[config.mk]
export PLATFORM = sky130hd
export DESIGN_NAME = ipv4_header_builder
export DESIGN_NICKNAME = d
export VERILOG_FILES = /design/src/design/ihb_pkg.sv /design/src/design/ihb_front.sv /design/src/design/ihb_queue.sv /design/src/design/ihb_back.sv /design/src/design/ipv4_header_builder.sv
export SDC_FILE = /design/constraint.sdc
export NUM_CORES = 1
export LEC_CHECK = 0
export ABC_AREA = 0
export BUFFER_PORTS_ARGS = -buffer_cell sky130_fd_sc_hd__buf_2
export CAP_MARGIN = 10
export CORE_MARGIN = 2
export CORE_UTILIZATION = 46
export DETAILED_ROUTE_END_ITERATION = 12
export PLACE_DENSITY = 0.68
export SLEW_MARGIN = 20
export SYNTH_ARGS = -nofsm -noshare
export SYNTH_HDL_FRONTEND = slang
export SYNTH_SLANG_ARGS = --single-unit
[constraint.sdc]
create_clock -name clk_i -period 9.25 [get_ports clk_i]
set_clock_uncertainty 0.05 [all_clocks]
set_input_delay 2.775 -clock clk_i [delete_from_list [all_inputs] [get_ports clk_i]]
set_output_delay 2.775 -clock clk_i [all_outputs]
set_load 0.02 [all_outputs]
[src/design/ihb_pkg.sv]
`default_nettype none
package ihb_pkg;

  // fixed header field values, network order
  localparam logic [15:0] VerIhlTos = 16'h4500;
  localparam logic [15:0] IdentNet  = 16'h0001;
  localparam logic [15:0] FlagsDf   = 16'h4000;
  localparam logic [7:0]  TtlValue  = 8'h40;
  localparam logic [15:0] LenMax    = 16'hFFFF;
  localparam logic [16:0] HdrBytes  = 17'd20;

  // header is five words; index of the final one
  localparam int unsigned HdrWords = 5;
  localparam logic [2:0]  LastIdx  = 3'(HdrWords - 1);

  // depth of the queue between front and back
  localparam int unsigned QueueDepth = 2;
  localparam int unsigned QueuePtrW  = $clog2(QueueDepth);

  // register indexes of the configuration port
  typedef enum logic [7:0] {
    CfgOwnAddr    = 8'd0,
    CfgSubnetMask = 8'd1,
    CfgGateway    = 8'd2
  } cfg_reg_e;

  typedef struct packed {
    logic [31:0] own_address;
    logic [31:0] subnet_mask;
    logic [31:0] gateway_address;
  } cfg_t;

  // one classified request, ready to be sent as five words
  typedef struct packed {
    logic [31:0] dest;
    logic [31:0] src;
    logic [7:0]  proto;
    logic [15:0] total;
    logic [15:0] csum;
    logic [31:0] hop;
    logic        lerr;
  } hdr_entry_t;

endpackage
`default_nettype wire

[src/design/ihb_front.sv]
`default_nettype none
module ihb_front (
  input  wire logic               clk_i,
  input  wire logic               rst_ni,
  input  wire logic               start_i,
  input  wire logic [31:0]        dest_address_i,
  input  wire logic [7:0]         protocol_number_i,
  input  wire logic [15:0]        payload_length_i,
  input  wire ihb_pkg::cfg_t      cfg_i,
  input  wire logic               full_i,
  output logic                    busy_o,
  output logic                    push_o,
  output ihb_pkg::hdr_entry_t     entry_o
);
  import ihb_pkg::*;

  logic        accept;
  logic [16:0] total_ext;
  logic        lerr_d;
  logic [15:0] total_d;
  logic [15:0] ttl_proto;
  logic [19:0] sum_d;
  logic [31:0] hop_d;
  logic [16:0] fold1;
  logic [15:0] fold2;

  logic        stage_valid_q, stage_valid_d;
  logic [31:0] dest_q, src_q, hop_q;
  logic [7:0]  proto_q;
  logic [15:0] total_q;
  logic [19:0] sum_q;
  logic        lerr_q;

  assign push_o = stage_valid_q && !full_i;
  assign busy_o = stage_valid_q && full_i;
  assign accept = start_i && !busy_o;
  assign stage_valid_d = accept || (stage_valid_q && !push_o);

  // total length with saturation
  assign total_ext = {1'b0, payload_length_i} + HdrBytes;
  assign lerr_d    = total_ext[16];
  assign total_d   = lerr_d ? LenMax : total_ext[15:0];
  assign ttl_proto = {TtlValue, protocol_number_i};

  // raw sum of the nine nonzero halfwords, fits in 20 bits
  assign sum_d = 20'(VerIhlTos) + 20'(total_d) + 20'(IdentNet) + 20'(FlagsDf)
               + 20'(ttl_proto)
               + 20'(cfg_i.own_address[31:16]) + 20'(cfg_i.own_address[15:0])
               + 20'(dest_address_i[31:16]) + 20'(dest_address_i[15:0]);

  assign hop_d = ((dest_address_i & cfg_i.subnet_mask) ==
                  (cfg_i.own_address & cfg_i.subnet_mask))
                 ? dest_address_i : cfg_i.gateway_address;

  always_ff @(posedge clk_i or negedge rst_ni) begin
    if (!rst_ni) begin
      stage_valid_q <= 1'b0;
    end else begin
      stage_valid_q <= stage_valid_d;
    end
  end

  always_ff @(posedge clk_i) begin
    if (accept) begin
      dest_q  <= dest_address_i;
      src_q   <= cfg_i.own_address;
      proto_q <= protocol_number_i;
      total_q <= total_d;
      sum_q   <= sum_d;
      hop_q   <= hop_d;
      lerr_q  <= lerr_d;
    end
  end

  // two folds bring the sum to 16 bits; the second cannot carry again
  assign fold1 = {1'b0, sum_q[15:0]} + {13'd0, sum_q[19:16]};
  assign fold2 = fold1[15:0] + {15'd0, fold1[16]};

  always_comb begin
    entry_o.dest  = dest_q;
    entry_o.src   = src_q;
    entry_o.proto = proto_q;
    entry_o.total = total_q;
    entry_o.csum  = ~fold2;
    entry_o.hop   = hop_q;
    entry_o.lerr  = lerr_q;
  end

endmodule
`default_nettype wire

[src/design/ihb_queue.sv]
`default_nettype none
module ihb_queue (
  input  wire logic                clk_i,
  input  wire logic                rst_ni,
  input  wire logic                push_i,
  input  wire ihb_pkg::hdr_entry_t entry_i,
  input  wire logic                pop_i,
  output ihb_pkg::hdr_entry_t      entry_o,
  output logic                     full_o,
  output logic                     empty_o
);
  import ihb_pkg::*;

  localparam logic [QueuePtrW:0] DepthVal = (QueuePtrW + 1)'(QueueDepth);

  hdr_entry_t           slots_q [QueueDepth];
  logic [QueuePtrW-1:0] wr_ptr_q, rd_ptr_q;
  logic [QueuePtrW:0]   count_q;

  assign full_o  = (count_q == DepthVal);
  assign empty_o = (count_q == '0);
  assign entry_o = slots_q[rd_ptr_q];

  always_ff @(posedge clk_i or negedge rst_ni) begin
    if (!rst_ni) begin
      wr_ptr_q <= '0;
      rd_ptr_q <= '0;
      count_q  <= '0;
    end else begin
      if (push_i) begin
        wr_ptr_q <= (wr_ptr_q == QueuePtrW'(QueueDepth - 1)) ? '0 : wr_ptr_q + 1'b1;
      end
      if (pop_i) begin
        rd_ptr_q <= (rd_ptr_q == QueuePtrW'(QueueDepth - 1)) ? '0 : rd_ptr_q + 1'b1;
      end
      if (push_i && !pop_i) begin
        count_q <= count_q + 1'b1;
      end else if (pop_i && !push_i) begin
        count_q <= count_q - 1'b1;
      end
    end
  end

  always_ff @(posedge clk_i) begin
    if (push_i) begin
      slots_q[wr_ptr_q] <= entry_i;
    end
  end

endmodule
`default_nettype wire

[src/design/ihb_back.sv]
`default_nettype none
module ihb_back (
  input  wire logic                clk_i,
  input  wire logic                rst_ni,
  input  wire ihb_pkg::hdr_entry_t entry_i,
  input  wire logic                empty_i,
  output logic                     pop_o,
  output logic                     result_valid_o,
  output logic [31:0]              header_word_o,
  output logic [2:0]               word_index_o,
  output logic                     last_word_o,
  output logic [31:0]              next_hop_o,
  output logic                     length_error_o
);
  import ihb_pkg::*;

  logic [2:0]  cnt_q;
  logic        valid_q;
  logic [31:0] word;
  logic [31:0] word_q, hop_q;
  logic [2:0]  idx_q;
  logic        last_q, lerr_q;

  assign pop_o = !empty_i && (cnt_q == LastIdx);

  always_comb begin
    case (cnt_q)
      3'd0:    word = {VerIhlTos, entry_i.total};
      3'd1:    word = {IdentNet, FlagsDf};
      3'd2:    word = {TtlValue, entry_i.proto, entry_i.csum};
      3'd3:    word = entry_i.src;
      default: word = entry_i.dest;
    endcase
  end

  always_ff @(posedge clk_i or negedge rst_ni) begin
    if (!rst_ni) begin
      cnt_q   <= '0;
      valid_q <= 1'b0;
    end else begin
      valid_q <= !empty_i;
      if (!empty_i) begin
        cnt_q <= (cnt_q == LastIdx) ? '0 : cnt_q + 3'd1;
      end
    end
  end

  always_ff @(posedge clk_i) begin
    if (!empty_i) begin
      word_q <= word;
      idx_q  <= cnt_q;
      last_q <= (cnt_q == LastIdx);
      hop_q  <= entry_i.hop;
      lerr_q <= entry_i.lerr;
    end
  end

  assign result_valid_o = valid_q;
  assign header_word_o  = word_q;
  assign word_index_o   = idx_q;
  assign last_word_o    = last_q;
  assign next_hop_o     = hop_q;
  assign length_error_o = lerr_q;

endmodule
`default_nettype wire

[src/design/ipv4_header_builder.sv]
`default_nettype none
// ipv4 header builder
// request channel: start_i with dest_address_i, protocol_number_i and
//   payload_length_i; a request is taken at a clock edge with start_i high
//   and busy_o low
// result channel: result_valid_o strobes one header word per cycle, five
//   words per request, word_index_o 0..4, last_word_o on the fifth; next_hop_o
//   and length_error_o are the same on all five words
// config channel: cfg_valid_i/cfg_ready_o with cfg_index_i and cfg_data_i;
//   index 0 own address, 1 subnet mask, 2 gateway; other indexes ignored;
//   cfg_ready_o is always high, write only while idle
// path: front stage register, queue, then back-end output register; a full
//   queue holds a request in the front stage; the back end sends one 32-bit
//   word per cycle, and a front stage plus a two-entry queue let requests be
//   taken while earlier headers are still going out
// the receiver cannot stall; results are never held off
// reset: control and config registers clear to zero, queue empties, no result pending
module ipv4_header_builder (
  input  wire logic        clk_i,
  input  wire logic        rst_ni,
  // request channel
  input  wire logic        start_i,
  output logic             busy_o,
  input  wire logic [31:0] dest_address_i,
  input  wire logic [7:0]  protocol_number_i,
  input  wire logic [15:0] payload_length_i,
  // config channel
  input  wire logic        cfg_valid_i,
  output logic             cfg_ready_o,
  input  wire logic [7:0]  cfg_index_i,
  input  wire logic [31:0] cfg_data_i,
  // result channel
  output logic             result_valid_o,
  output logic [31:0]      header_word_o,
  output logic [2:0]       word_index_o,
  output logic             last_word_o,
  output logic [31:0]      next_hop_o,
  output logic             length_error_o
);
  import ihb_pkg::*;

  cfg_t       cfg_q;
  hdr_entry_t front_entry;
  hdr_entry_t queue_entry;
  logic       push;
  logic       pop;
  logic       full;
  logic       empty;

  // config registers, always ready
  assign cfg_ready_o = 1'b1;

  always_ff @(posedge clk_i or negedge rst_ni) begin
    if (!rst_ni) begin
      cfg_q <= '0;
    end else if (cfg_valid_i && cfg_ready_o) begin
      case (cfg_reg_e'(cfg_index_i))
        CfgOwnAddr:    cfg_q.own_address     <= cfg_data_i;
        CfgSubnetMask: cfg_q.subnet_mask     <= cfg_data_i;
        CfgGateway:    cfg_q.gateway_address <= cfg_data_i;
        default:       ;  // unknown index, write dropped
      endcase
    end
  end

  // front: takes requests, works out length, checksum and next hop
  ihb_front u_front (
    .clk_i             (clk_i),
    .rst_ni            (rst_ni),
    .start_i           (start_i),
    .dest_address_i    (dest_address_i),
    .protocol_number_i (protocol_number_i),
    .payload_length_i  (payload_length_i),
    .cfg_i             (cfg_q),
    .full_i            (full),
    .busy_o            (busy_o),
    .push_o            (push),
    .entry_o           (front_entry)
  );

  // short queue decoupling classification from word output
  ihb_queue u_queue (
    .clk_i   (clk_i),
    .rst_ni  (rst_ni),
    .push_i  (push),
    .entry_i (front_entry),
    .pop_i   (pop),
    .entry_o (queue_entry),
    .full_o  (full),
    .empty_o (empty)
  );

  // back: sends the five header words, one per cycle
  ihb_back u_back (
    .clk_i          (clk_i),
    .rst_ni         (rst_ni),
    .entry_i        (queue_entry),
    .empty_i        (empty),
    .pop_o          (pop),
    .result_valid_o (result_valid_o),
    .header_word_o  (header_word_o),
    .word_index_o   (word_index_o),
    .last_word_o    (last_word_o),
    .next_hop_o     (next_hop_o),
    .length_error_o (length_error_o)
  );

  // a header's words go out in unbroken order
  assert property (@(posedge clk_i) disable iff (!rst_ni)
    result_valid_o && !last_word_o |=>
      result_valid_o && (word_index_o == $past(word_index_o) + 3'd1))
    else $error("header words not consecutive");

  // last word flag marks the fifth word only
  assert property (@(posedge clk_i) disable iff (!rst_ni)
    result_valid_o |-> (last_word_o == (word_index_o == LastIdx)))
    else $error("last word flag out of place");

  // a burst of words always starts at the first header word
  assert property (@(posedge clk_i) disable iff (!rst_ni)
    $rose(result_valid_o) |-> (word_index_o == 3'd0))
    else $error("header burst starts mid header");

  // queue never overflows or underflows
  assert property (@(posedge clk_i) disable iff (!rst_ni)
    !(push && full && !pop) && !(pop && empty))
    else $error("queue overflow or underflow");

endmodule
`default_nettype wire
==> results.json <==
{
  "required_ps": 9540,
  "layout.cells.non_filler": 2482,
  "port_buffers": 170,
  "met3_usage_pct": 4.10,
  "final_hold_viol_count": 0,
  "use_met1_pct": 28.2,
  "layout_min_cycle_time_ps": 7380,
  "vdd_ir_drop_max_v": 0.000170,
  "htreeDepth": 2,
  "synth-seq-cells": 588,
  "finalNetCount": 1934,
  "ff2ff_path_depth": 15,
  "vias": 13600,
  "synth_seq_area_share_pct": 69.0,
  "cp-end-kind": "flip-flop",
  "clk_latency_ps": 610,
  "root_buffer": "clkbuf_16",
  "synthFlopType": "edfxtp_1",
  "dp.cells": 2373,
  "syn_to_final_growth_pct": 14.2,
  "hpwl_um": 39100,
  "critPathTopFamily": "adder cells",
  "vias_per_cell": 5.47,
  "grt_max_degree": 76,
  "critical_path.startpoint_type": "primary input",
  "crit_arrival_ps": 7670,
  "synth-simple-area-share_pct": 3.94,
  "critPathMaxFanout": 9,
  "postPlaceCellArea_um2": 26500,
  "postCtsSetupRepairBufs": 0,
  "reg2reg_to": "u_front.sum_q[18]",
  "clkSlewWorstSetupHoldPaths_ps": 70,
  "reg2reg_from": "cfg_q[66]",
  "routedWlPerCell_um": 23.0,
  "power.leakage_nw": 11.1,
  "worst-path-buf-inv": 4,
  "synth_warnings": 0,
  "relSlewSlack_pct": 30.7,
  "p_per_area_nw_per_um2": 324,
  "async_reset_ff_share_pct": 17.9,
  "synthCells": 1539,
  "grt_antenna_before_repair": 6,
  "die_y_um": 236,
  "cts_tree": "built",
  "synth-compound-area-share_pct": 5.60,
  "grt_usage_pct": 20.5,
  "num_rows": 85,
  "tns_ps": 0,
  "crit_type": "in -> reg",
  "timing.final.ws_setup_ps": 1870,
  "detail-route-antenna-nets": 0,
  "grt_pass1_vias": 13800,
  "final_cell_area_um2": 28300,
  "cpMostUsedCell": "fa_1",
  "post_cts_resized": 0,
  "drt-initial-drc-count": 1042,
  "cts_inserted_buffers": 58,
  "place_congestion": 0.839,
  "initial_core_util_pct": 46.3,
  "drc": 0,
  "use_met2_pct": 33.0,
  "final_max_slew_viol_count": 0,
  "firstDrtPassIters": 5,
  "netlist_area_um2": 24800,
  "synth_area_per_cell_um2": 16.1,
  "synth_xor_area_share_pct": 3.00,
  "worstHoldEndpoint": "u_queue.slots_q[0][13]",
  "io_pins": 172,
  "cts_buffer_depth": 3,
  "max_stage_delay_ps": 550,
  "worst_hold_path_type": "reg -> reg",
  "rsz0062_at_grt": "no",
  "power_w": 0.00919,
  "synth_nets": 1735,
  "totalWireLength_um": 57200,
  "preCtsSetupSlack_ps": 1330,
  "status": "completed",
  "synth_edf_count": 483,
  "worst_slew_pin_slew_ps": 1040,
  "min-delay-start": "u_front.hop_q[12]",
  "clock-sinks": 588,
  "max_freq_ghz": 0.135,
  "whs_path_depth": 0,
  "synth_fa_ha_area_share_pct": 6.57,
  "cp_cell_sequence": "buf_2 > ha_1 > nor2_1 > or2_1 > nor2_1 > nand2_1 > inv_1 > nor2b_1 > fa_1 > fa_1 > fa_1 > inv_1 > ha_1 > inv_1 > fa_1 > nor2b_1 > o21a_1 > o21ai_1 > a21oi_1 > or4_1 > a21oi_1 > a21oi_1",
  "synth.distinct_cells": 69,
  "synth_top_family_by_area": "multiplexers",
  "dieArea_um2": 55800,
  "final.period_utilization_pct": 79.8,
  "top_usage_layer": "met2",
  "final-setup-viol-count": 0,
  "r2r_setup_slack_ps": 4900,
  "grt-ovfl-total": 0,
  "ctsHoldBuffers": 0,
  "muxShareOfSynthArea_pct": 9.16,
  "core_area_um2": 53600,
  "max-cap-violations": 0,
  "die_w_um": 236,
  "layout-drive-gt1-share_pct": 23.4,
  "n_fill_cell": 4389,
  "grt_pass1_wl_um": 85200,
  "crit_slowest_cell": "fa_1"
}
-- area by class of cell --
class	count	area (um2)	area share, %
Tap cell	696	871	3.07
Inverter	120	450	1.59
Antenna cell	1	2.50	0.00883
Clock buffer	67	1500	5.28
Clock inverter	40	313	1.10
Timing Repair Buffer	188	1010	3.56
Sequential cell	588	17100	60.5
Multi-Input combinational cell	782	7060	24.9
-- cell families (layout without fill, tap and decap cells) --
logic type | count (synthesis) | after routing
mux | 206 | 206
fa+ha+maj | 96 | 96
simple gates | 194 | 194
xor+xnor | 84 | 84
compound gates | 201 | 201
flops | 588 | 588
buf+inv | 169 | 415
other cells | 1 | 2
-- metrics by stage --
step	hold WS, ps	utilization, %
detailed placement	380	49.4
CTS	385	52.8
global placement	372	49.4
finish	384	52.9
global route	394	52.9
floorplan	371	-
-- worst max-delay path by stage --
| stage | start | end | slack (ps) | cells past startpoint |
|---|---|---|---|---|
| after floorplan | payload_length_i[2] | u_front.sum_q[18] | 2090 | 18 |
| after detailed placement | payload_length_i[2] | u_front.sum_q[18] | 1330 | 22 |
| after global placement | payload_length_i[2] | u_front.sum_q[18] | 1390 | 22 |
| after CTS | payload_length_i[2] | u_front.sum_q[18] | 1960 | 22 |
| final | payload_length_i[2] | u_front.sum_q[18] | 1870 | 22 |
| after global routing | payload_length_i[2] | u_front.sum_q[16] | 1520 | 22 |
-- sequential cells by signal, summed over array words and instances (netlist names), 8 cells and up --
signal	cells
u_queue.slots_q	274
cfg_q	96
u_back.header_word_o	32
u_back.next_hop_o	32
u_front.dest_q	32
u_front.hop_q	32
u_front.src_q	32
u_front.sum_q	19
u_front.total_q	16
u_front.proto_q	8
-- cells in the final DEF, fill, tap and decap left out, types with 7 or more instances in the layout --
cell / Yosys / layout
edfxtp_1: 483 / 483
nand3_1: 30 / 30
a221oi_1: 7 / 7
a21o_1: 10 / 10
xnor2_1: 34 / 34
a221o_1: 15 / 15
mux2i_1: 37 / 37
clkbuf_1: 22 / 8
nand4_1: 9 / 9
mux2_1: 58 / 58
mux2_2: 111 / 111
ha_1: 39 / 38
buf_2: 9 / 169
o22ai_1: 32 / 32
clkinv_1: 0 / 13
a211oi_1: 7 / 7
clkbuf_16: 0 / 58
fa_1: 57 / 57
buf_4: 3 / 18
dfrtp_1: 105 / 104
inv_1: 120 / 120
a22oi_1: 16 / 16
o21ai_0: 30 / 30
clkinvlp_4: 0 / 9
xor2_1: 49 / 49
clkinv_2: 0 / 10
a21oi_1: 50 / 50
nor2_1: 24 / 23
nand2_1: 75 / 75
-- synthesized netlist by cell type, types with 3 or more instances --
master / number / area, um2
o21ai_0: 30 / 150
mux2_1: 58 / 653
and2_1: 4 / 25.0
nand2b_1: 6 / 37.5
o21ai_1: 6 / 30.0
a221o_1: 15 / 150
inv_1: 120 / 450
buf_4: 3 / 22.5
buf_1: 14 / 52.6
clkbuf_1: 22 / 82.6
nor2_1: 24 / 90.1
nand4_1: 9 / 56.3
o211ai_1: 3 / 22.5
buf_2: 9 / 45.0
nand3_1: 30 / 150
nor3_1: 6 / 30.0
xor2_1: 49 / 429
edfxtp_1: 483 / 14500
a22oi_1: 16 / 120
a21oi_1: 50 / 250
nor4_1: 3 / 18.8
nand2_1: 75 / 282
mux2_2: 111 / 1250
fa_1: 57 / 1140
nor2b_1: 8 / 50.1
mux2i_1: 37 / 370
or2_2: 5 / 31.3
and3_1: 4 / 25.0
a21o_1: 10 / 75.1
o22ai_1: 32 / 200
ha_1: 39 / 488
a221oi_1: 7 / 61.3
nand3_2: 3 / 30.0
xnor2_1: 34 / 298
o21a_1: 4 / 30.0
a211oi_1: 7 / 52.6
dfrtp_1: 105 / 2630
-- power breakdown --
group	switching, W	internal [W]
sequential	0.000313	0.00392
combinational	0.00177	0.000941
clock	0.000997	0.00125
-- per-layer routing --
metal	wire [um]	share of wire (%)
met5	67	0.12
met1	24400	43
met3	3870	6.8
met4	1550	2.7
met2	27300	48
(Power assumes the default switching activity.)
